==> config.mk <==
export PLATFORM = sky130hd
export DESIGN_NAME = mbd_avg
export DESIGN_NICKNAME = d
export VERILOG_FILES = /design/src/sv/mbd_pkg.sv /design/src/sv/mbd_avg.sv
export SDC_FILE = /design/constraint.sdc
export NUM_CORES = 1
export LEC_CHECK = 0
export ABC_CLOCK_PERIOD_IN_PS = 3600
export BUFFER_PORTS_ARGS = -buffer_cell sky130_fd_sc_hd__buf_2
export CAP_MARGIN = 25
export CORE_MARGIN = 2
export CORE_UTILIZATION = 30
export CTS_CLUSTER_SIZE = 16
export DETAILED_ROUTE_END_ITERATION = 7
export PLACE_DENSITY = 0.6
export SETUP_SLACK_MARGIN = 0.15
export SLEW_MARGIN = 20
export SYNTH_ARGS = -nofsm -noshare
export SYNTH_HDL_FRONTEND = slang
export SYNTH_SLANG_ARGS = --single-unit
==> constraint.sdc <==
create_clock -name aclk -period 3.6 [get_ports aclk]
set_input_delay 0 -clock aclk [delete_from_list [all_inputs] [get_ports aclk]]
set_output_delay 0 -clock aclk [all_outputs]
set_load 0.005 [all_outputs]
==> src/sv/mbd_pkg.sv <==
// ----------------------------------------------------------------------------
// mbd_pkg
// Shared types and constants for the 2x2 box-filter mip downsampler.
// ----------------------------------------------------------------------------
package mbd_pkg;

    localparam int CHAN_W        = 8;
    localparam int SUM_W         = CHAN_W + 1;
    localparam int NUM_CHAN      = 4;
    localparam int PIX_W         = NUM_CHAN * CHAN_W;
    localparam int LINE_W        = NUM_CHAN * SUM_W;
    localparam int DIM_W         = 12;
    localparam int ROW_W         = 11;
    localparam int CFG_IDX_W     = 1;
    localparam int MAX_WIDTH_DEF = 2048;

    localparam logic [DIM_W-1:0] HEIGHT_CAP = 12'd2048;
    localparam logic [DIM_W-1:0] DIM_RESET  = 12'd256;

    // configuration register indexes
    localparam logic [CFG_IDX_W-1:0] CFG_IMAGE_WIDTH  = 1'b0;
    localparam logic [CFG_IDX_W-1:0] CFG_IMAGE_HEIGHT = 1'b1;

    // channel 0 = red ... channel 3 = alpha
    typedef logic [NUM_CHAN-1:0][CHAN_W-1:0] pixel_t;
    typedef logic [NUM_CHAN-1:0][SUM_W-1:0]  sums_t;

    typedef enum logic [1:0] {
        MODE_PASS,
        MODE_PAIR,
        MODE_QUAD
    } mode_t;

    // line store access for one accepted pixel
    typedef struct packed {
        logic  wr_en;
        logic  rd_en;
        sums_t wr_data;
    } line_req_t;

    // work item handed to the averaging stage
    typedef struct packed {
        logic   emit;
        mode_t  mode;
        logic   eoi;
        pixel_t cur;
        pixel_t held;
    } item_t;

endpackage

==> src/sv/mbd_avg.sv <==
// ----------------------------------------------------------------------------
// mbd_avg
// Item register, channel averaging and output register with handshake.
// ----------------------------------------------------------------------------
module mbd_avg (
    input  logic                   aclk,
    input  logic                   aresetn,
    input  logic                   load,
    input  mbd_pkg::item_t         item,
    input  mbd_pkg::sums_t         line_sum,
    output logic                   in_ready,
    output logic                   out_valid,
    input  logic                   out_ready,
    output mbd_pkg::pixel_t        out_pix,
    output logic                   out_last
);

    logic            s1_valid_reg;
    mbd_pkg::item_t  s1_item_reg;
    logic            out_valid_reg;
    mbd_pkg::pixel_t out_pix_reg, out_pix_next;
    logic            out_last_reg;
    logic            s1_move;

    logic [mbd_pkg::SUM_W:0] quad_sum [mbd_pkg::NUM_CHAN];
    logic [mbd_pkg::SUM_W-1:0] pair_sum [mbd_pkg::NUM_CHAN];

    assign s1_move  = s1_valid_reg && (!out_valid_reg || out_ready);
    assign in_ready = !s1_valid_reg || s1_move;

    always_comb begin
        for (int k = 0; k < mbd_pkg::NUM_CHAN; k++) begin
            pair_sum[k] = mbd_pkg::SUM_W'(s1_item_reg.held[k])
                        + mbd_pkg::SUM_W'(s1_item_reg.cur[k]);
            quad_sum[k] = (mbd_pkg::SUM_W + 1)'(line_sum[k])
                        + (mbd_pkg::SUM_W + 1)'(pair_sum[k]);
            case (s1_item_reg.mode)
                mbd_pkg::MODE_PAIR: out_pix_next[k] = pair_sum[k][mbd_pkg::SUM_W-1:1];
                mbd_pkg::MODE_QUAD: out_pix_next[k] = quad_sum[k][mbd_pkg::SUM_W:2];
                default:            out_pix_next[k] = s1_item_reg.cur[k];
            endcase
        end
    end

    always_ff @(posedge aclk) begin
        if (!aresetn) begin
            s1_valid_reg  <= 1'b0;
            out_valid_reg <= 1'b0;
        end else begin
            if (load) begin
                s1_valid_reg <= 1'b1;
            end else if (s1_move) begin
                s1_valid_reg <= 1'b0;
            end
            if (s1_move) begin
                out_valid_reg <= 1'b1;
            end else if (out_ready) begin
                out_valid_reg <= 1'b0;
            end
        end
    end

    always_ff @(posedge aclk) begin
        if (load) begin
            s1_item_reg <= item;
        end
        if (s1_move) begin
            out_pix_reg  <= out_pix_next;
            out_last_reg <= s1_item_reg.eoi;
        end
    end

    assign out_valid = out_valid_reg;
    assign out_pix   = out_pix_reg;
    assign out_last  = out_last_reg;

endmodule

# ---- Word level (Yosys, flattened, before mapping)
# Index checks and enable logic that the tools add are counted.
dict set report classes {
  add_sub_neg 8
  mul 0
  div 0
  n_lt_le_gt_ge 0
  n_eq_ne 2
  shift 0
  n_mux 8
  bitwise 0
  n_reduce_logical 7
}
# op n
set ops {}
lappend ops {{8-bit one-hot mux with 2 select lines} 4}
lappend ops {{9-bit by 9-bit adder with 10-bit output} 4}
lappend ops {{8-bit by 8-bit adder with 9-bit output} 4}
lappend ops {{1-bit two-way mux} 4}
lappend ops {{2-bit nonzero test} 2}
lappend ops {{2-bit by 1-bit == test with 1-bit output (second input constant)} 1}
lappend ops {{2-bit == test (second input constant)} 1}
lappend ops {{1-bit logical NOT} 2}
lappend ops {{1-bit logical OR} 2}
lappend ops {{1-bit logical AND} 1}
dict set report word_totals {
  reg_bits 102
  latch_bits 0
  ram_bits 0
  mem_bits_ro 0
  inputBits 108
  out_inout_bits 35
  word_cells 42
  memories 0
}

# ---- Depth between registers and ports, before layout
# Gate-level depths: netlist (run 1).
dict set report depth {
  word_depth 5
  depth_mapped 15
  ltp_nobuf 15
}

# ---- Worst setup path before layout (run 1)
# Ideal clock, no wire load.
dict set report synth_timing {
  path_type {register to register}
  startpoint {register s1_item_reg[40] in the netlist's numbering}
  endpoint {register out_pix_reg, in the netlist out_pix[14], data pin}
  setup_time_ps 261
  arrival_time_ps 2838
  required_ps 3339
  slack_ps 501
  stages_incl_launch_ff 13
  n_path_buf 0
  synth_period_minus_slack_ps 3099
  cell_sequence {edfxtp_1 > ha_1 > fa_1 > a211oi_1 > o21bai_1 > a21oi_1 > xnor2_1 > ha_1 > or3_1 > o32ai_2 > xor2_1 > nor2_1 > a311o_1}
}
# element line
set synth_lines {}
lappend synth_lines {{from (decl)} mbd_avg.sv:19} ;# mbd_pkg::item_t s1_item_reg;
lappend synth_lines {{from (signal assigned)} mbd_avg.sv:65} ;# s1_item_reg <= item;
lappend synth_lines {{to (signal assigned)} mbd_avg.sv:68} ;# out_pix_reg <= out_pix_next;
lappend synth_lines {{to (decl)} mbd_avg.sv:21} ;# mbd_pkg::pixel_t out_pix_reg, out_pix_next;

==> reports/results.tsv, run 1 <==
metric	value	unit
avgRoutedWirePerCell	15.1	um
port_buffers	141	
num_rows	53	
grt-ovfl-total	0	
max-slew-margin-rel	46.6	%
ff2ff_setup_slack	0.36	ns
ys_seq_elements	102	
die-area	22200	sq um
synthesis.nets	718	
cp.required	3.70	ns
fmax	309	MHz
h-tree-depth	3	
wirelength	15600	um
nets	932	
core_area	20800	sq um
die_width	149	um
status	complete, no violations	
synth_ff_type	edfxtp_1	
path_max_fanout	2	
critPathCapture	out_pix[14]	
path_cells	ha_1 > a211oi_1 > o21bai_1 > a21oi_2 > a21oi_1 > xor2_1 > ha_1 > or3_1 > o32ai_2 > xor2_1 > nor2_1 > a311o_1	
antenna_found_initial	1	
insertion_delay	0.36	ns
hpwlAfterDp	11500	um
rr_worst_depth	12	
power	0.00399	W
synth_common_cells	100 x edfxtp_1, 69 x ha_1, 46 x a21oi_1	
drc	0	
viasPerCell	4.74	
cellPowerDensity	480	nW/um^2
grt_use_total	14.3	%
vias	4894	
slowest_delay	0.43	ns
leakage	3.49	nW
ant_nets	0	
ir_drop	0.184	mV
end_kind	register	
cts_sinks	102	
yosys_warnings	0	
async_reset_ff_share	0	%
arrival	3.34	ns
critPathLaunch	s1_item_reg[9]	
hold_class	in2reg	
grt_max_degree	37	
initial_core_util	30.3	%
grt_pass1_wl	24400	um
cts_root_buf	clkbuf_16	
startpoint_type	register	
synth_top_area_cell	edfxtp_1	
synthTopCellsByArea	edfxtp_1 48%, ha_1 14%, xnor2_1 3.9%	
drv_cap	0	
yosysUniqueCellTypes	64	
min_period_over_period	90.0	%
cts_max_path_buffers	2	
critPathKind	reg2reg	
place_congestion	0.785	
finalHoldViolations	0	
yosysSeqAreaShare	48.3	%
rsz0062_at_grt	no	
cts_buffers	9	
hold_start	out_ready	
grt_pass1_vias	4837	
dr.pass1.iters	4	
tightest_slew	0.801	ns
critical-path-slowest-cell	edfxtp_1	
yosysMostFrequentCell	edfxtp_1	
netlist_area	6300	sq um
final_core_util	39.9	%
r2r-end	out_pix[14]	
synth_top_area_share	47.7	%
syn2layout_area_growth	31.9	%
final.setup_skew	0.0112	ns
cts_tree	built	
synth_cells	537	
fp.dieH	149	um
io_pins	143	
slew_violations	0	
post-route-min-period	3.24	ns
largest_reg_flops	67	
tns	0	ns
setup_viol	0	
synth_area_per_cell	11.7	sq um
reg2reg_from	s1_item_reg[9]	
synth-edff-count	100	
drt-initial-drc-count	291	
clkTransAtPathRegs	0.07	ns
final_layout_size_suffix_gt1_share	24.6	%
[kinds of logic after synthesis]
logic type,share of synthesized area [%]
compound gates,18.9
fa+ha+maj,15.0
xor+xnor,5.84
buf+inv,3.75
flops,48.3
simple gates,8.08
mux,0.179
[critical path: cells and delay by family, from the launching register on]
family,cells,cell delay (ns)
simple gates,2,0.45
fa+ha+maj,2,0.54
flops,1,0.43
compound gates,6,1.24
xor+xnor,2,0.34
[what timing repair did]
item                                    CTS  global route
buffers inserted                          0             0
hold buffers                             68             0
resized for setup                         0             3
hold endpoints to repair                 69             0
endpoints found under the setup margin    0             2
[area by class of cell]
type                    count  area (sq um)
flip-flops and latches    102          3040
well taps                 275           344
repair buffers            216          1440
clock buffers              11           233
inverters                  35           131
multi-input cells         387          3040
fillers                  2027         12500
clock inverters             5          75.1
diodes                      1          2.50
[metal layers]
| layer | track usage, % | vias to the layer above | part of all wire [%] |
|---|---|---|---|
| li1 | - | 2483 | - |
| met1 | 18.9 | 2279 | 47 |
| met2 | 23.5 | 114 | 46 |
| met3 | 2.94 | 18 | 4.9 |
| met4 | 4.62 | 0 | 1.7 |
| met5 | 0 | - | 0 |
[placed cells by master (no fill, tap or decap), types with 14 or more instances in the layout]
| cell type | Yosys | final |
|---|---|---|
| a21oi_1 | 46 | 45 |
| a221oi_1 | 16 | 16 |
| buf_2 | 0 | 141 |
| dlygate4sd3_1 | 0 | 68 |
| edfxtp_1 | 100 | 100 |
| ha_1 | 69 | 68 |
| inv_1 | 35 | 35 |
| nand2_1 | 31 | 31 |
| nor2_1 | 31 | 31 |
| o21ai_0 | 21 | 21 |
| xnor2_1 | 28 | 28 |
| xor2_1 | 14 | 14 |
[per-stage QoR]
| step | cell area (sq um) | instances | setup WS, ns | hold slack, ns |
|---|---|---|---|---|
| 3_5_place_dp | 7310 | 947 | 0.272 | 0.178 |
| 2_1_floorplan | 6300 | 537 | 0.501 | 0.0989 |
| 5_1_grt | 8310 | 1031 | 0.211 | 0.0205 |
| 6_report | 8310 | 1032 | 0.362 | 0.0159 |
| 4_1_cts | 8300 | 1031 | 0.242 | 0.00482 |
| 3_3_place_gp | 7310 | 947 | 0.291 | 0.177 |
[power by group]
group | switching, W | internal (W) | leakage, nW
Clock | 0.000452 | 0.000608 | 0.153
Sequential | 0.0000402 | 0.00144 | 0.984
Combinational | 0.000771 | 0.000683 | 2.35
Total | 0.00126 | 0.00273 | 3.49
[how the worst min path moves through the flow]
stage | endpoint | slack, ns | depth (start not counted)
2_1_floorplan | s1_item_reg[0] | 0.1 | 0
3_3_place_gp | s1_item_reg[49] | 0.18 | 1
3_5_place_dp | s1_item_reg[66] | 0.18 | 1
4_1_cts | out_valid | 0.005 | 3
5_1_grt | out_valid | 0.02 | 3
6_report | out_valid | 0.02 | 3
Note: power is estimated with default switching activity, not from simulation.
==> inputs of run 2 (changes only) <==
Settings changed: ABC_CLOCK_PERIOD_IN_PS 3600 to 2850, PLACE_DENSITY 0.6 to 0.62, REMOVE_ABC_BUFFERS set to 1.
Clock period 3.6 ns to 2.85 ns, I/O delays scaled along.
==> run 2 against run 1 <==
Effect of this change: the flow now finishes with violations (negative setup slack); critical path type unchanged; total power grew 49%; via count is 9.6% higher; routed wire length is 13% higher; final area is 18% higher; combinational power is 99% higher; core utilization rose by 7.3 points; clock-buffer cell count is 2 lower; critical endpoint is now out_pix[12]; clock skew grew 0.00054 ns; sequential share of layout area down 5.7 points; first-iteration DRC count is 18% lower; largest cell class is now multi-input gates; worst hold slack gained 0.020 ns; critical path depth increased by 1.
==> reports/results.tsv, run 2 (synthesis results as in run 1) <==
metric	value	unit	change
status	finished with violations		was complete, no violations
violations	negative setup slack		
syn2layout_area_growth	56.1	%	was 31.9%
path_cells	ha_4 > fa_2 > buf_4 > a21o_1 > a21oi_2 > xnor2_2 > ha_4 > nand3_4 > a21oi_4 > or4_1 > and3_1 > a211oi_2 > a21oi_1		was ha_1 > a211oi_1 > o21bai_1 > a21oi_2 > a21oi_1 > xor2_1 > ha_1 > or3_1 > o32ai_2 > xor2_1 > nor2_1 > a311o_1
routed.top_layer	met4		unchanged
num_rows	53		unchanged
final_layout_size_suffix_gt1_share	45.6	%	was 24.6%
h-tree-depth	3		unchanged
cp.required	2.95	ns	was 3.70 ns
wirelength	17700	um	was 15600 um
max-slew-margin-rel	43.3	%	was 46.6%
power_frac_seq	31.4	%	was 37.0%
cts_sinks	102		unchanged
path_max_fanout	4		was 2
clkPwrFrac	20.1	%	was 26.6%
comb_power_share	48.5	%	was 36.4%
slew_violations	0		unchanged
grt_pass1_vias	5534		was 4837
place_congestion	0.804		was 0.785
crit_family	adder cells		was compound AO/OA/AOI/OAI gates
largest_reg_flops	67		unchanged
cellPowerDensity	606	nW/um^2	was 480 nW/um^2
met2_length	8930	um	was 7260 um
finalHoldViolations	0		unchanged
ir_drop	0.288	mV	was 0.184 mV
die_width	149	um	unchanged
hold_class	in2reg		unchanged
end_kind	register		unchanged
rsz0062_at_grt	yes		was no
clkTransAtPathRegs	0.08	ns	was 0.07 ns
viasPerCell	4.72		was 4.74
drv_cap	0		unchanged
critical-path-slowest-cell	or4_1		was edfxtp_1
arrival	3.24	ns	was 3.34 ns
post-route-min-period	3.14	ns	was 3.24 ns
hpwlAfterDp	12300	um	was 11500 um
cts_root_buf	clkbuf_16		unchanged
grt-ovfl-total	0		unchanged
fmax	319	MHz	was 309 MHz
p_switching	0.00202	W	was 0.00126 W
wl_met3	490	um	was 772 um
setup_viol	15		was 0
grt_max_degree	36		was 37
ant_nets	0		unchanged
min_period_over_period	110	%	was 90.0%
port_buffers	141		unchanged
dr.pass1.iters	5		was 4
grt_pass1_wl	26600	um	was 24400 um
dp_slack	-0.420	ns	was 0.272 ns
cts_tree	built		unchanged
fp.dieH	149	um	unchanged
drc	0		unchanged
leakage	4.13	nW	was 3.49 nW
nets	1036		was 932
startpoint_type	register		unchanged
tns	-1.74	ns	was 0 ns
critPathKind	reg2reg		unchanged
io_pins	143		unchanged
final.setup_skew	0.0118	ns	was 0.0112 ns
grt_use_total	15.3	%	was 14.3%
avgRoutedWirePerCell	15.6	um	was 15.1 um
p_int	0.00394	W	was 0.00273 W
m1WireLength	7690	um	was 7330 um
slowest_delay	0.46	ns	was 0.43 ns
drt-initial-drc-count	240		was 291
final_common_cell	buf_2		unchanged
fin_ws	-0.289	ns	was 0.362 ns
vias	5366		was 4894
core_area	20800	sq um	unchanged
tightest_slew	0.850	ns	was 0.801 ns
cp_num_buf_inv	1		was 0
cts_max_path_buffers	2		unchanged
crit_top_cell	ha_4		
insertion_delay	0.36	ns	about the same
cts_buffers	9		unchanged
die-area	22200	sq um	unchanged
antenna_found_initial	1		unchanged
layout_common_cells	141 x buf_2, 101 x buf_4, 100 x edfxtp_1		was 141 x buf_2, 100 x edfxtp_1, 68 x ha_1, 68 x dlygate4sd3_1, 45 x a21oi_1
initial_core_util	30.3	%	unchanged
swShare	33.9	%	was 31.7%
[run 2: final timing paths]
path / from / to / slack, ns / cells after the start
max reg2reg: s1_item_reg[40] / out_pix[12] / -0.29 / 13
min reg2reg: s1_item_reg[64] / out_last / 0.42 / 0
max: s1_item_reg[40] / out_pix[12] / -0.29 / 13
min: out_ready / out_valid / 0.04 / 3
[run 2: worst reg2reg max path: cells and delay by family, from the launching register on]
kind / cells / cell delay, ns
buffers and inverters: 1 / 0.17
XOR/XNOR: 1 / 0.16
AND/OR/NAND/NOR: 3 / 0.72
adder cells (fa/ha/maj): 3 / 0.81
flip-flops: 1 / 0.43
AO/OA/AOI/OAI: 5 / 0.60
[run 2: layout make-up]
cell class | count | area, sq um
antenna | 1 | 2.50
clock buffer | 9 | 225
clock inverter | 7 | 50.0
fill | 1901 | 11000
inverter | 35 | 131
multi-input combinational | 387 | 3780
sequential | 102 | 3040
tap | 275 | 344
timing repair buffer | 320 | 2270
[run 2: what timing repair did]
action                                  in CTS  in global routing
gates cloned                                 0                  0
resized for setup                           76                 72
hold endpoints to repair                    69                  0
setup buffers                               22                 15
endpoints found under the setup margin      26                 28
hold buffers                                68                  0
pin swaps                                   58                 61
[run 2: routing by layer]
layer	vias up	GRT usage (%)
met4	0	8.10
li1	2678	-
met5	-	0
met2	97	26.0
met3	34	2.11
met1	2557	18.9
[run 2: power groups by stage]
stage | clock (W) | sequential (W) | combinational (W)
floorplan | 0 | 0.00189 | 0.00132
global placement | 0 | 0.00190 | 0.00204
detailed placement | 0 | 0.00190 | 0.00207
CTS | 0.00123 | 0.00186 | 0.00248
global route | 0.00128 | 0.00188 | 0.00315
finish | 0.00120 | 0.00187 | 0.00289
[run 2: per-stage QoR]
step / area [sq um] / util, % / power [W] / hold WS (ns) / instances
global placement: 7820 / 37.6 / 0.00394 / 0.177 / 1014
global route: 9840 / 47.2 / 0.00631 / 0.0474 / 1136
floorplan: 6200 / - / 0.00321 / 0.0989 / 524
finish: 9840 / 47.2 / 0.00596 / 0.0357 / 1136
CTS: 9290 / 44.6 / 0.00558 / 0.0295 / 1120
detailed placement: 7820 / 37.6 / 0.00396 / 0.178 / 1014
