==> config.mk <==
export PLATFORM = sky130hd
export DESIGN_NAME = mbd_ctrl
export DESIGN_NICKNAME = d
export VERILOG_FILES = /design/src/sv/mbd_pkg.sv /design/src/sv/mbd_ctrl.sv
export SDC_FILE = /design/constraint.sdc
export NUM_CORES = 1
export LEC_CHECK = 0
export BUFFER_PORTS_ARGS = -buffer_cell sky130_fd_sc_hd__buf_2
export CORE_ASPECT_RATIO = 0.9
export CORE_MARGIN = 10
export CORE_UTILIZATION = 51
export CTS_CLUSTER_DIAMETER = 200
export DETAILED_ROUTE_END_ITERATION = 7
export GPL_TIMING_DRIVEN = 0
export HOLD_SLACK_MARGIN = 0.12
export PLACE_DENSITY = 0.76
export RECOVER_POWER = 50
export SLEW_MARGIN = 20
export SYNTH_ARGS = -nofsm -noshare
export SYNTH_HDL_FRONTEND = slang
export SYNTH_SLANG_ARGS = --single-unit
==> constraint.sdc <==
create_clock -name aclk -period 4 [get_ports aclk]
set_input_delay 0.8 -clock aclk [delete_from_list [all_inputs] [get_ports aclk]]
set_output_delay 0.8 -clock aclk [all_outputs]
set_load 0.01 [all_outputs]
==> src/sv/mbd_pkg.sv <==
// ----------------------------------------------------------------------------
// mbd_pkg
// Shared types and constants for the 2x2 box-filter mip downsampler.
// ----------------------------------------------------------------------------
package mbd_pkg;

    localparam int CHAN_W        = 8;
    localparam int SUM_W         = CHAN_W + 1;
    localparam int NUM_CHAN      = 4;
    localparam int PIX_W         = NUM_CHAN * CHAN_W;
    localparam int LINE_W        = NUM_CHAN * SUM_W;
    localparam int DIM_W         = 12;
    localparam int ROW_W         = 11;
    localparam int CFG_IDX_W     = 1;
    localparam int MAX_WIDTH_DEF = 2048;

    localparam logic [DIM_W-1:0] HEIGHT_CAP = 12'd2048;
    localparam logic [DIM_W-1:0] DIM_RESET  = 12'd256;

    // configuration register indexes
    localparam logic [CFG_IDX_W-1:0] CFG_IMAGE_WIDTH  = 1'b0;
    localparam logic [CFG_IDX_W-1:0] CFG_IMAGE_HEIGHT = 1'b1;

    // channel 0 = red ... channel 3 = alpha
    typedef logic [NUM_CHAN-1:0][CHAN_W-1:0] pixel_t;
    typedef logic [NUM_CHAN-1:0][SUM_W-1:0]  sums_t;

    typedef enum logic [1:0] {
        MODE_PASS,
        MODE_PAIR,
        MODE_QUAD
    } mode_t;

    // line store access for one accepted pixel
    typedef struct packed {
        logic  wr_en;
        logic  rd_en;
        sums_t wr_data;
    } line_req_t;

    // work item handed to the averaging stage
    typedef struct packed {
        logic   emit;
        mode_t  mode;
        logic   eoi;
        pixel_t cur;
        pixel_t held;
    } item_t;

endpackage

==> src/sv/mbd_ctrl.sv <==
// ----------------------------------------------------------------------------
// mbd_ctrl
// Configuration registers, raster position counters, held pixel and
// per-pixel decisions (emit, filter mode, end of image, line store access).
// ----------------------------------------------------------------------------
module mbd_ctrl #(
    parameter int MAX_WIDTH = mbd_pkg::MAX_WIDTH_DEF,
    parameter int AW        = 10
) (
    input  logic                          aclk,
    input  logic                          aresetn,
    input  logic                          cfg_wr_en,
    input  logic [mbd_pkg::CFG_IDX_W-1:0] cfg_addr,
    input  logic [mbd_pkg::DIM_W-1:0]     cfg_wdata,
    input  logic                          accept,
    input  mbd_pkg::pixel_t               pix,
    output mbd_pkg::line_req_t            line_req,
    output logic [AW-1:0]                 line_addr,
    output mbd_pkg::item_t                item
);

    localparam int MW_BITS = $clog2(MAX_WIDTH + 1);
    localparam int WW      = (mbd_pkg::DIM_W > MW_BITS) ? mbd_pkg::DIM_W : MW_BITS;
    localparam int CCW     = $clog2(MAX_WIDTH);

    logic [mbd_pkg::DIM_W-1:0] width_reg, height_reg;
    logic [CCW-1:0]            col_reg, col_next;
    logic [mbd_pkg::ROW_W-1:0] row_reg, row_next;
    mbd_pkg::pixel_t           held_reg, held_next;

    logic [WW-1:0] w_eff, h_eff, c_ext, r_ext, wu, hu, p, len, used, c_inc, r_inc;
    logic [CCW-1:0] c_half;
    mbd_pkg::sums_t pair_sum;

    always_ff @(posedge aclk) begin
        if (!aresetn) begin
            width_reg  <= mbd_pkg::DIM_RESET;
            height_reg <= mbd_pkg::DIM_RESET;
        end else if (cfg_wr_en) begin
            unique case (cfg_addr)
                mbd_pkg::CFG_IMAGE_WIDTH:  width_reg  <= cfg_wdata;
                mbd_pkg::CFG_IMAGE_HEIGHT: height_reg <= cfg_wdata;
                default: ;
            endcase
        end
    end

    always_ff @(posedge aclk) begin
        if (!aresetn) begin
            col_reg  <= '0;
            row_reg  <= '0;
            held_reg <= '0;
        end else if (accept) begin
            col_reg  <= col_next;
            row_reg  <= row_next;
            held_reg <= held_next;
        end
    end

    // effective dimensions: zero reads as one, large values saturate
    always_comb begin
        if (width_reg == '0) begin
            w_eff = WW'(1);
        end else if (WW'(width_reg) > WW'(MAX_WIDTH)) begin
            w_eff = WW'(MAX_WIDTH);
        end else begin
            w_eff = WW'(width_reg);
        end
        if (height_reg == '0) begin
            h_eff = WW'(1);
        end else if (height_reg > mbd_pkg::HEIGHT_CAP) begin
            h_eff = WW'(mbd_pkg::HEIGHT_CAP);
        end else begin
            h_eff = WW'(height_reg);
        end
    end

    assign c_ext  = WW'(col_reg);
    assign r_ext  = WW'(row_reg);
    assign wu     = w_eff & ~WW'(1);
    assign hu     = h_eff & ~WW'(1);
    assign p      = (w_eff == WW'(1)) ? r_ext : c_ext;
    assign len    = (w_eff == WW'(1)) ? h_eff : w_eff;
    assign used   = len & ~WW'(1);
    assign c_half = col_reg >> 1;
    assign c_inc  = c_ext + WW'(1);
    assign r_inc  = r_ext + WW'(1);

    always_comb begin
        for (int k = 0; k < mbd_pkg::NUM_CHAN; k++) begin
            pair_sum[k] = mbd_pkg::SUM_W'(held_reg[k]) + mbd_pkg::SUM_W'(pix[k]);
        end
    end

    always_comb begin
        held_next      = held_reg;
        item.emit      = 1'b0;
        item.mode      = mbd_pkg::MODE_PASS;
        item.eoi       = 1'b0;
        item.cur       = pix;
        item.held      = held_reg;
        line_req.wr_en = 1'b0;
        line_req.rd_en = 1'b0;
        line_req.wr_data = pair_sum;
        line_addr      = c_half[AW-1:0];

        if (w_eff == WW'(1) && h_eff == WW'(1)) begin
            item.emit = 1'b1;
            item.eoi  = 1'b1;
        end else if (w_eff == WW'(1) || h_eff == WW'(1)) begin
            if (p < used) begin
                if (!p[0]) begin
                    held_next = pix;
                end else begin
                    item.emit = 1'b1;
                    item.mode = mbd_pkg::MODE_PAIR;
                    item.eoi  = (p == used - WW'(1));
                end
            end
        end else if (c_ext < wu && r_ext < hu) begin
            if (!col_reg[0]) begin
                held_next = pix;
            end else if (!row_reg[0]) begin
                line_req.wr_en = accept;
            end else begin
                line_req.rd_en = accept;
                item.emit = 1'b1;
                item.mode = mbd_pkg::MODE_QUAD;
                item.eoi  = (r_ext == hu - WW'(1)) && (c_ext == wu - WW'(1));
            end
        end
    end

    // raster advance; wraps at the end of the image
    always_comb begin
        if (c_inc >= w_eff) begin
            col_next = '0;
            row_next = (r_inc >= h_eff) ? '0 : r_inc[mbd_pkg::ROW_W-1:0];
        end else begin
            col_next = c_inc[CCW-1:0];
            row_next = row_reg;
        end
    end

endmodule

# After elaboration in Yosys (flattened, before gate mapping)
# Index checks and enable logic that the tools add are counted.
# word_totals
elab_cells	73
out_inout_bits	116
reg_bits	78
inputBits	49
# classes
add_sub_neg	9
n_mux	28
n_reduce_logical	11
n_eq_ne	8
order_cmp	7
n_bitwise	2
# op_table
op	n
32-bit 2-to-1 mux	5
12-bit 2-to-1 mux	5
8-bit by 8-bit adder with 9-bit output	4
11-bit by 12-bit == test with 1-bit output	3
11-bit by 12-bit < comparator with 1-bit output	3
12-bit by 1-bit subtractor with 12-bit output (second input constant)	3
11-bit 2-to-1 mux	3
11-bit by 1-bit adder with 12-bit output (second input constant)	2
12-bit by 1-bit == test with 1-bit output (second input constant)	2
12-bit >= comparator	2
12-bit greater-than comparator (second input constant)	2
12-bit zero test	2
4-bit 2-to-1 mux	6
2-bit 2-to-1 mux	5
2-bit AND reduction	3
6-bit AND reduction	1
1-bit 2-to-1 mux	4
2-bit by 1-bit != test with 1-bit output (second input constant)	2
1-bit logical AND	3
2-bit != test (second input constant)	1
1-bit inverter	2
2-bit nonzero test	1
1-bit logical OR	1

# Longest topological paths before layout
# Gate-level depths: netlist of run 1.
# depth
ltp_word	11
ltp_mapped	17
mapped_depth_nobuf	14

# Least setup slack after synthesis of run 1
# Ideal clock, no wire load.
# synth_timing
path_type	reg-to-output
from	reg width_reg[3] (netlist name)
to	out item[64] (netlist name)
slack_ns	-0.411
required_ns	3.200
path_stages_with_launch	13
path_buffers	1
arrival_time_ns	3.611
cell_sequence	dfxtp_1 -> nor4_4 -> nand4b_4 -> clkbuf_1 -> nand2_1 -> o21ai_0 -> ha_1 -> a2111oi_0 -> a21oi_1 -> o311a_1 -> a21o_1 -> or4_1 -> o31ai_1
# synth_rtl
item	line_no	source
start: declaration	mbd_ctrl.sv:26	logic [mbd_pkg::DIM_W-1:0] width_reg, height_reg;
start signal: assignment	mbd_ctrl.sv:37	width_reg <= mbd_pkg::DIM_RESET;
start signal: assignment	mbd_ctrl.sv:41	mbd_pkg::CFG_IMAGE_WIDTH: width_reg <= cfg_wdata;
end: declaration	mbd_ctrl.sv:19	output mbd_pkg::item_t item

==> results_dict.tcl, run 1 <==
set metrics [dict create \
    grt_overflow 0 \
    grt_max_degree 15 \
    wl_um 24900 \
    synth_area_per_cell_um2 7.77 \
    synthToLayoutAreaGrowth_pct 21.3 \
    rr_startpoint "col_reg[0]$_SDFFE_PN0P_" \
    holdCritStartpoint "height_reg[0]$_SDFFE_PN0P_" \
    max_freq_ghz 0.209 \
    largest_reg_flops 32 \
    powerDensity_mw_per_mm2 303 \
    fp.dieH_um 136 \
    synthArstFlopShare_pct 0 \
    critPathArrivalTime_ns 3.98 \
    syn_nets 1121 \
    worstSetupStartpointType "register" \
    dp_hpwl_um 19700 \
    grt_pass1_wl_um 38800 \
    period_needed_ns 4.78 \
    p_leak_nw 4.22 \
    status "finished with violations" \
    final.setup.worst_slack_ns -0.780 \
    die_area_mm2 0.0202 \
    drc_errors 0 \
    port_buffers 164 \
    synth_flop_cell "dfxtp_1" \
    top_layer "met4" \
    yosys_warnings 0 \
    worstPathRequired_ns 3.20 \
    ys_ff_latch 78 \
    track_usage_pct 23.7 \
    combPwrFrac_pct 37.0 \
    slowest_stage "or4_4" \
    row_count 42 \
    grt_pass1_vias 7444 \
    hold_path.class "reg -> reg" \
    yosysTopAreaCell "dfxtp_1" \
    total_power_mw 2.79 \
    critPathKind "reg -> out" \
    maxSlewHeadroom_pct 29.0 \
    clk_latency_ns 0.34 \
    fin_crit_sh_pct 120 \
    initial_core_util_pct 51.8 \
    synth_cell_types 63 \
    drive_gt1_share_pct 18.5 \
    drv_cap 0 \
    grt_antenna_before_repair 1 \
    wl_per_cell_um 18.1 \
    vias 7821 \
    rsz0062_at_grt "yes" \
    crit_family "compound AO/OA/AOI/OAI gates" \
    drtAntennaViolNets 0 \
    p_int_mw 1.78 \
    crit_buf_inv 3 \
    final_util_pct 62.8 \
    dp_cells 1339 \
    clockRootBuffer "clkbuf_16" \
    cts_buffer_depth 2 \
    violations "setup timing" \
    critPathMaxStageDelay_ns 0.54 \
    netlist_area_mm2 0.00759 \
    tightestPinTransition_ns 1.05 \
    power_frac_seq_pct 31.7 \
    ios 165 \
    syn_inst 977 \
    wl_met1_um 10900 \
    htreeDepth 3 \
    cts_tree "yes" \
    path_max_fanout 5 \
    crit_chain "nor4_4 -> buf_4 -> nand4b_4 -> buf_6 -> nand2_2 -> o21ai_2 -> ha_1 -> nor2b_1 -> o21a_1 -> o211ai_1 -> a21oi_1 -> o311a_1 -> a21o_1 -> or4_4 -> o31ai_4 -> buf_2" \
    clk_pin_slew_ns 0.06 \
    ys_seq_area_share_pct 20.6 \
    synth_top_area_share_pct 20.6 \
    gp_congestion 1.00 \
    slew_violations 0 \
    first_pass_iters 5 \
    synth_edf_count 0 \
    vdd_drop_max_v 0.000259 \
    clockPowerShare_pct 31.3 \
    synth_area_leaders "dfxtp_1 21%, ha_1 15%, xnor2_1 5.9%, a21boi_0 5.8%, nand2_1 4.8%" \
    final_cell_area_mm2 0.00921 \
    core_mm2 0.0147 \
    hold_ws_ns 0.482 \
    die_w_um 149 \
    setup_viol 5 \
    drt-initial-drc-count 552 \
    p_switching_mw 1.01 \
    switching_share_pct 36.3 \
    numCtsBuffers 9 \
    met3_wirelength_um 2140 \
    final_hold_viol_count 0 \
    fin_nets 1315 \
    placed_area_mm2 0.00869 \
    finClkSkew_ns 0.0120 \
    cts.sinks 78 \
    vias_per_cell 5.69 \
    met2_length_um 11100 \
    cp-end-kind "output port" \
    crit_start "width_reg[4]$_SDFFE_PN0P_" \
    fin_cells 1375 \
]
==> cell usage after synthesis, types with 8 or more instances <==
master and n:
nand2b_1 12, o21a_1 14, buf_4 43, and2_1 8, a21o_1 23, inv_1 53
nand3_1 63, a32o_1 9, o21ai_0 70, clkbuf_1 47, nand2_1 97, ha_1 91
nor3_1 14, nor2_1 37, nor2b_1 15, a21oi_1 50, o21bai_1 9, mux2i_1 8
and3_1 13, dfxtp_1 78, a21boi_0 59, xor2_1 21, xnor2_1 51
==> power groups by stage <==
stage	sequential [mW]	combinational (mW)	clock, mW
global route	0.890	1.14	0.913
CTS	0.881	1.02	0.875
detailed placement	0.895	0.999	0
global placement	0.894	0.984	0
finish	0.884	1.03	0.872
floorplan	0.896	0.648	0
==> stage by stage <==
step                      setup TNS, ns  setup WS [ns]
final                             -1.72         -0.780
after global routing              -2.34         -0.884
after CTS                         -1.32         -0.746
after detailed placement          -7.03         -0.851
after global placement            -5.24         -0.819
after floorplan                  -0.149         -0.149
==> layer usage <==
metal | GRT usage (%) | vias to the layer above
li1 | - | 3819
met1 | 30.1 | 3629
met2 | 37.1 | 310
met3 | 6.41 | 63
met4 | 9.41 | 0
met5 | 0 | -
==> layout by cell type, fill, tap and decap left out, types with 9 or more instances in the layout <==
cell type,n
a21o_1,23
buf_2,95
a32o_1,9
o21a_1,14
a21oi_1,49
o21ai_0,69
nand3_1,62
a21boi_0,57
xnor2_1,51
o21bai_1,9
nand2b_1,12
ha_1,91
nor3_1,12
clkbuf_16,9
nor2_1,35
buf_4,59
clkbuf_1,104
nor2b_1,15
inv_1,53
nand2_1,94
and3_1,13
xor2_1,21
dfxtp_1,75
==> final timing paths <==
kind	slack, ns	to	cells past startpoint
worst min register to register	0.48	height_reg[0]$_SDFFE_PN0P_	2
worst max register to register	0.17	row_reg[1]$_SDFFE_PN0P_	13
worst min-delay path	0.48	height_reg[0]$_SDFFE_PN0P_	2
worst max-delay path	-0.78	item[64]	16
==> worst min-delay path: stages, from the launching register on <==
cell	delay, ns
dfxtp_1	0.32
nand2_1	0.05
a21boi_0	0.06
==> area by class of cell <==
type | count | area (um2)
diodes | 1 | 2.50
plain buffers | 92 | 547
clock buffers | 11 | 253
clock inverters | 5 | 65.1
fillers | 1325 | 5450
inverters | 54 | 203
multi-input cells | 751 | 5420
flip-flops and latches | 78 | 1570
well taps | 198 | 248
repair buffers | 185 | 900
==> what timing repair did <==
| action | CTS | global route |
|---|---|---|
| gates cloned | 0 | 0 |
| gates resized for setup | 28 | 22 |
| pin swaps | 7 | 4 |
| endpoints found under the setup margin | 42 | 49 |
| buffers inserted | 16 | 5 |
| hold buffers | 0 | 0 |
==> cells by family (layout without fill, tap and decap cells) <==
logic type | after synthesis | after routing | synth area share, %
adder cells (fa/ha/maj) | 95 | 95 | 16.1
AND/OR/NAND/NOR | 294 | 294 | 19.6
buffers and inverters | 148 | 347 | 9.56
XOR/XNOR | 72 | 72 | 8.31
other | 0 | 1 | 0
AO/OA/AOI/OAI | 279 | 279 | 24.4
flip-flops | 78 | 78 | 20.6
multiplexers | 11 | 11 | 1.50
Power figures use the tool's default switching activity.
==> inputs of run 2 (changes only) <==
Settings changed: ABC_AREA from default to 1, CAP_MARGIN from default to 20, PLACE_DENSITY 0.76 to 0.75.
==> run 2 against run 1 <==
Effect of this change: the flow still finishes with violations (setup timing); global-route usage is 1.4 points higher; sequential share of layout area is 0.86 points lower; combinational power is 18% higher; setup slack better by 0.26 ns; critical endpoint unchanged; largest cell class unchanged.
==> results_dict.tcl, run 2 <==
set metrics [dict create \
    holdCritStartpoint "item[14]$_SDFFE_PN0P_" \
    fin_cells 1611 \
    gp_congestion 0.979 \
    synth_cell_types 46 \
    grt_max_degree 15 \
    numCtsBuffers 9 \
    path_max_fanout 5 \
    rsz0062_at_grt "yes" \
    syn_inst 1191 \
    critPathKind "reg -> out" \
    drv_cap 0 \
    violations "setup timing" \
    synth_edf_count 0 \
    synth_area_leaders "dfxtp_1 20%, ha_1 15%, nand2_1 14%, a21oi_1 7.0%, inv_1 6.0%" \
    status "finished with violations" \
    dp_hpwl_um 20700 \
    clockPowerShare_pct 28.4 \
    ys_seq_area_share_pct 20.1 \
    drc_errors 0 \
    largest_reg_flops 32 \
    finClkSkew_ns 0.0119 \
    period_needed_ns 4.52 \
    fp.dieH_um 137 \
    critPathArrivalTime_ns 3.72 \
    power_frac_seq_pct 30.3 \
    synth_top_area_share_pct 20.1 \
    fin_tns_setup_ns -1.21 \
    reg2reg_setup_slack_ns 0.23 \
    syn_nets 1335 \
    clockRootBuffer "clkbuf_16" \
    track_usage_pct 25.0 \
    combPwrFrac_pct 41.3 \
    drive_gt1_share_pct 22.6 \
    final.setup.worst_slack_ns -0.520 \
    netlist_area_mm2 0.00778 \
    slew_violations 0 \
    vias 8808 \
    wl_per_cell_um 16.7 \
    yosysTopAreaCell "dfxtp_1" \
    grt_pass1_wl_um 41400 \
    clk_latency_ns 0.36 \
    setup_viol 5 \
    hold_ws_ns 0.484 \
    drt-initial-drc-count 921 \
    p_int_mw 1.78 \
    drtAntennaViolNets 0 \
    grt_antenna_before_repair 1 \
    yosys_warnings 0 \
    max_freq_ghz 0.221 \
    p_leak_nw 4.98 \
    tightestPinTransition_ns 0.684 \
    powerDensity_mw_per_mm2 300 \
    final_util_pct 66.6 \
    grt_pass1_vias 7999 \
    hold_path_end "item[14]$_SDFFE_PN0P_" \
    ys_ff_latch 78 \
    dp_cells 1553 \
    worstSetupStartpointType "register" \
    core_mm2 0.0148 \
    rr_startpoint "col_reg[0]$_SDFFE_PN0P_" \
    cp-end-kind "output port" \
    worstReg2RegEnd "row_reg[10]$_SDFFE_PN0P_" \
    clk_pin_slew_ns 0.06 \
    mostFrequentLayoutCells "256 x nand2_1, 121 x inv_1, 114 x nor2_1" \
    final_hold_viol_count 0 \
    synthArstFlopShare_pct 0 \
    synth.cells.most_frequent "283 x nand2_1, 124 x inv_1, 124 x nor2_1" \
    diodes 0 \
    die_w_um 150 \
    initial_core_util_pct 52.5 \
    cts_buffer_depth 2 \
    ios 165 \
    synth_flop_cell "dfxtp_1" \
    maxSlewHeadroom_pct 54.4 \
    worst-r2r-cell-count 17 \
    row_count 42 \
    port_buffers 164 \
    fin_nets 1552 \
    vias_per_cell 5.47 \
    synthToLayoutAreaGrowth_pct 27.0 \
    final_common_cell "nand2_1" \
    cts.sinks 78 \
    grt_overflow 0 \
    hold_path_depth 2 \
    first_pass_iters 8 \
    fin_crit_sh_pct 113 \
    vdd_drop_max_v 0.000317 \
    p_switching_mw 1.18 \
    htreeDepth 3 \
    die_area_mm2 0.0206 \
    hold_path.class "reg -> reg" \
    wl_um 26900 \
    cts_tree "yes" \
    worstPathRequired_ns 3.20 \
    synth.most_common_cell "nand2_1" \
    synth_area_per_cell_um2 6.53 \
    pre_cts_slack_ns -0.517 \
    switching_share_pct 39.7 \
]
==> run 2: critical path, cell delays in order, from the launching register on <==
cell	delay [ns]
dfxtp_4	0.37
nor2_4	0.11
nand2_2	0.08
nor2_4	0.11
nand2_2	0.08
a21oi_4	0.20
nand4_4	0.18
buf_6	0.19
buf_8	0.13
o21ai_4	0.18
ha_4	0.23
a21oi_2	0.10
nor2_1	0.05
nor2_1	0.09
nand2_1	0.08
o21bai_1	0.15
nand2_1	0.08
a21oi_2	0.13
nor2_2	0.06
nor2_2	0.13
nand3_1	0.11
nor2_1	0.11
nand3_1	0.08
nor2_1	0.10
nand2_1	0.06
nand2_1	0.05
buf_2	0.12
==> run 2: cell type report <==
| type | instances | area [um2] |
|---|---|---|
| buffer | 77 | 547 |
| clock buffer | 10 | 229 |
| clock inverter | 6 | 68.8 |
| fill | 1339 | 4940 |
| inverter | 131 | 497 |
| multi-input combinational | 905 | 5560 |
| sequential | 78 | 1600 |
| tap | 198 | 248 |
| timing repair buffer | 206 | 1120 |
==> run 2: worst max-delay path by stage <==
stage,startpoint,end,slack [ns]
after floorplan,width_reg[1]$_SDFFE_PN0P_,item[64],0.18
after global placement,width_reg[3]$_SDFFE_PN0P_,item[64],-0.42
after detailed placement,width_reg[3]$_SDFFE_PN0P_,item[64],-0.52
after CTS,width_reg[3]$_SDFFE_PN0P_,item[64],-0.50
after global routing,width_reg[3]$_SDFFE_PN0P_,item[64],-0.74
final,width_reg[5]$_SDFFE_PN0P_,item[64],-0.52
==> run 2: through the flow <==
stage	total power, mW	cell area (um2)
6_report	2.96	9880
5_1_grt	3.14	9880
4_1_cts	2.92	9520
3_5_place_dp	2.04	8850
3_3_place_gp	2.02	8850
2_1_floorplan	1.66	7780
==> run 2: metal layers <==
layer  wire length (um)  GRT usage (%)
met2              12400           40.9
met5                 11              0
met1              11500           32.1
met4                484           7.66
met3               2520           5.65
==> run 2: cells by family after synthesis <==
family / share of synthesized area, %
AOI/OAI and AO/OA: 14.9
and+or+nand+nor: 30.9
adders and majority gates: 15.7
xor gates and xnor gates: 5.40
buffers and inverters: 13.1
DFF: 20.1
==> run 2: repair_timing <==
item / in CTS / in global routing
endpoints found under the setup margin: 6 / 6
pin swaps: 26 / 32
cloned: 0 / 1
buffers inserted: 26 / 15
resized for setup: 49 / 73
hold buffers: 0 / 0
==> run 2: power groups by stage <==
stage | combinational [mW] | clock, mW | sequential [mW]
6_report | 1.22 | 0.840 | 0.897
5_1_grt | 1.36 | 0.881 | 0.903
4_1_cts | 1.17 | 0.849 | 0.893
3_5_place_dp | 1.13 | 0 | 0.912
3_3_place_gp | 1.11 | 0 | 0.910
2_1_floorplan | 0.748 | 0 | 0.913
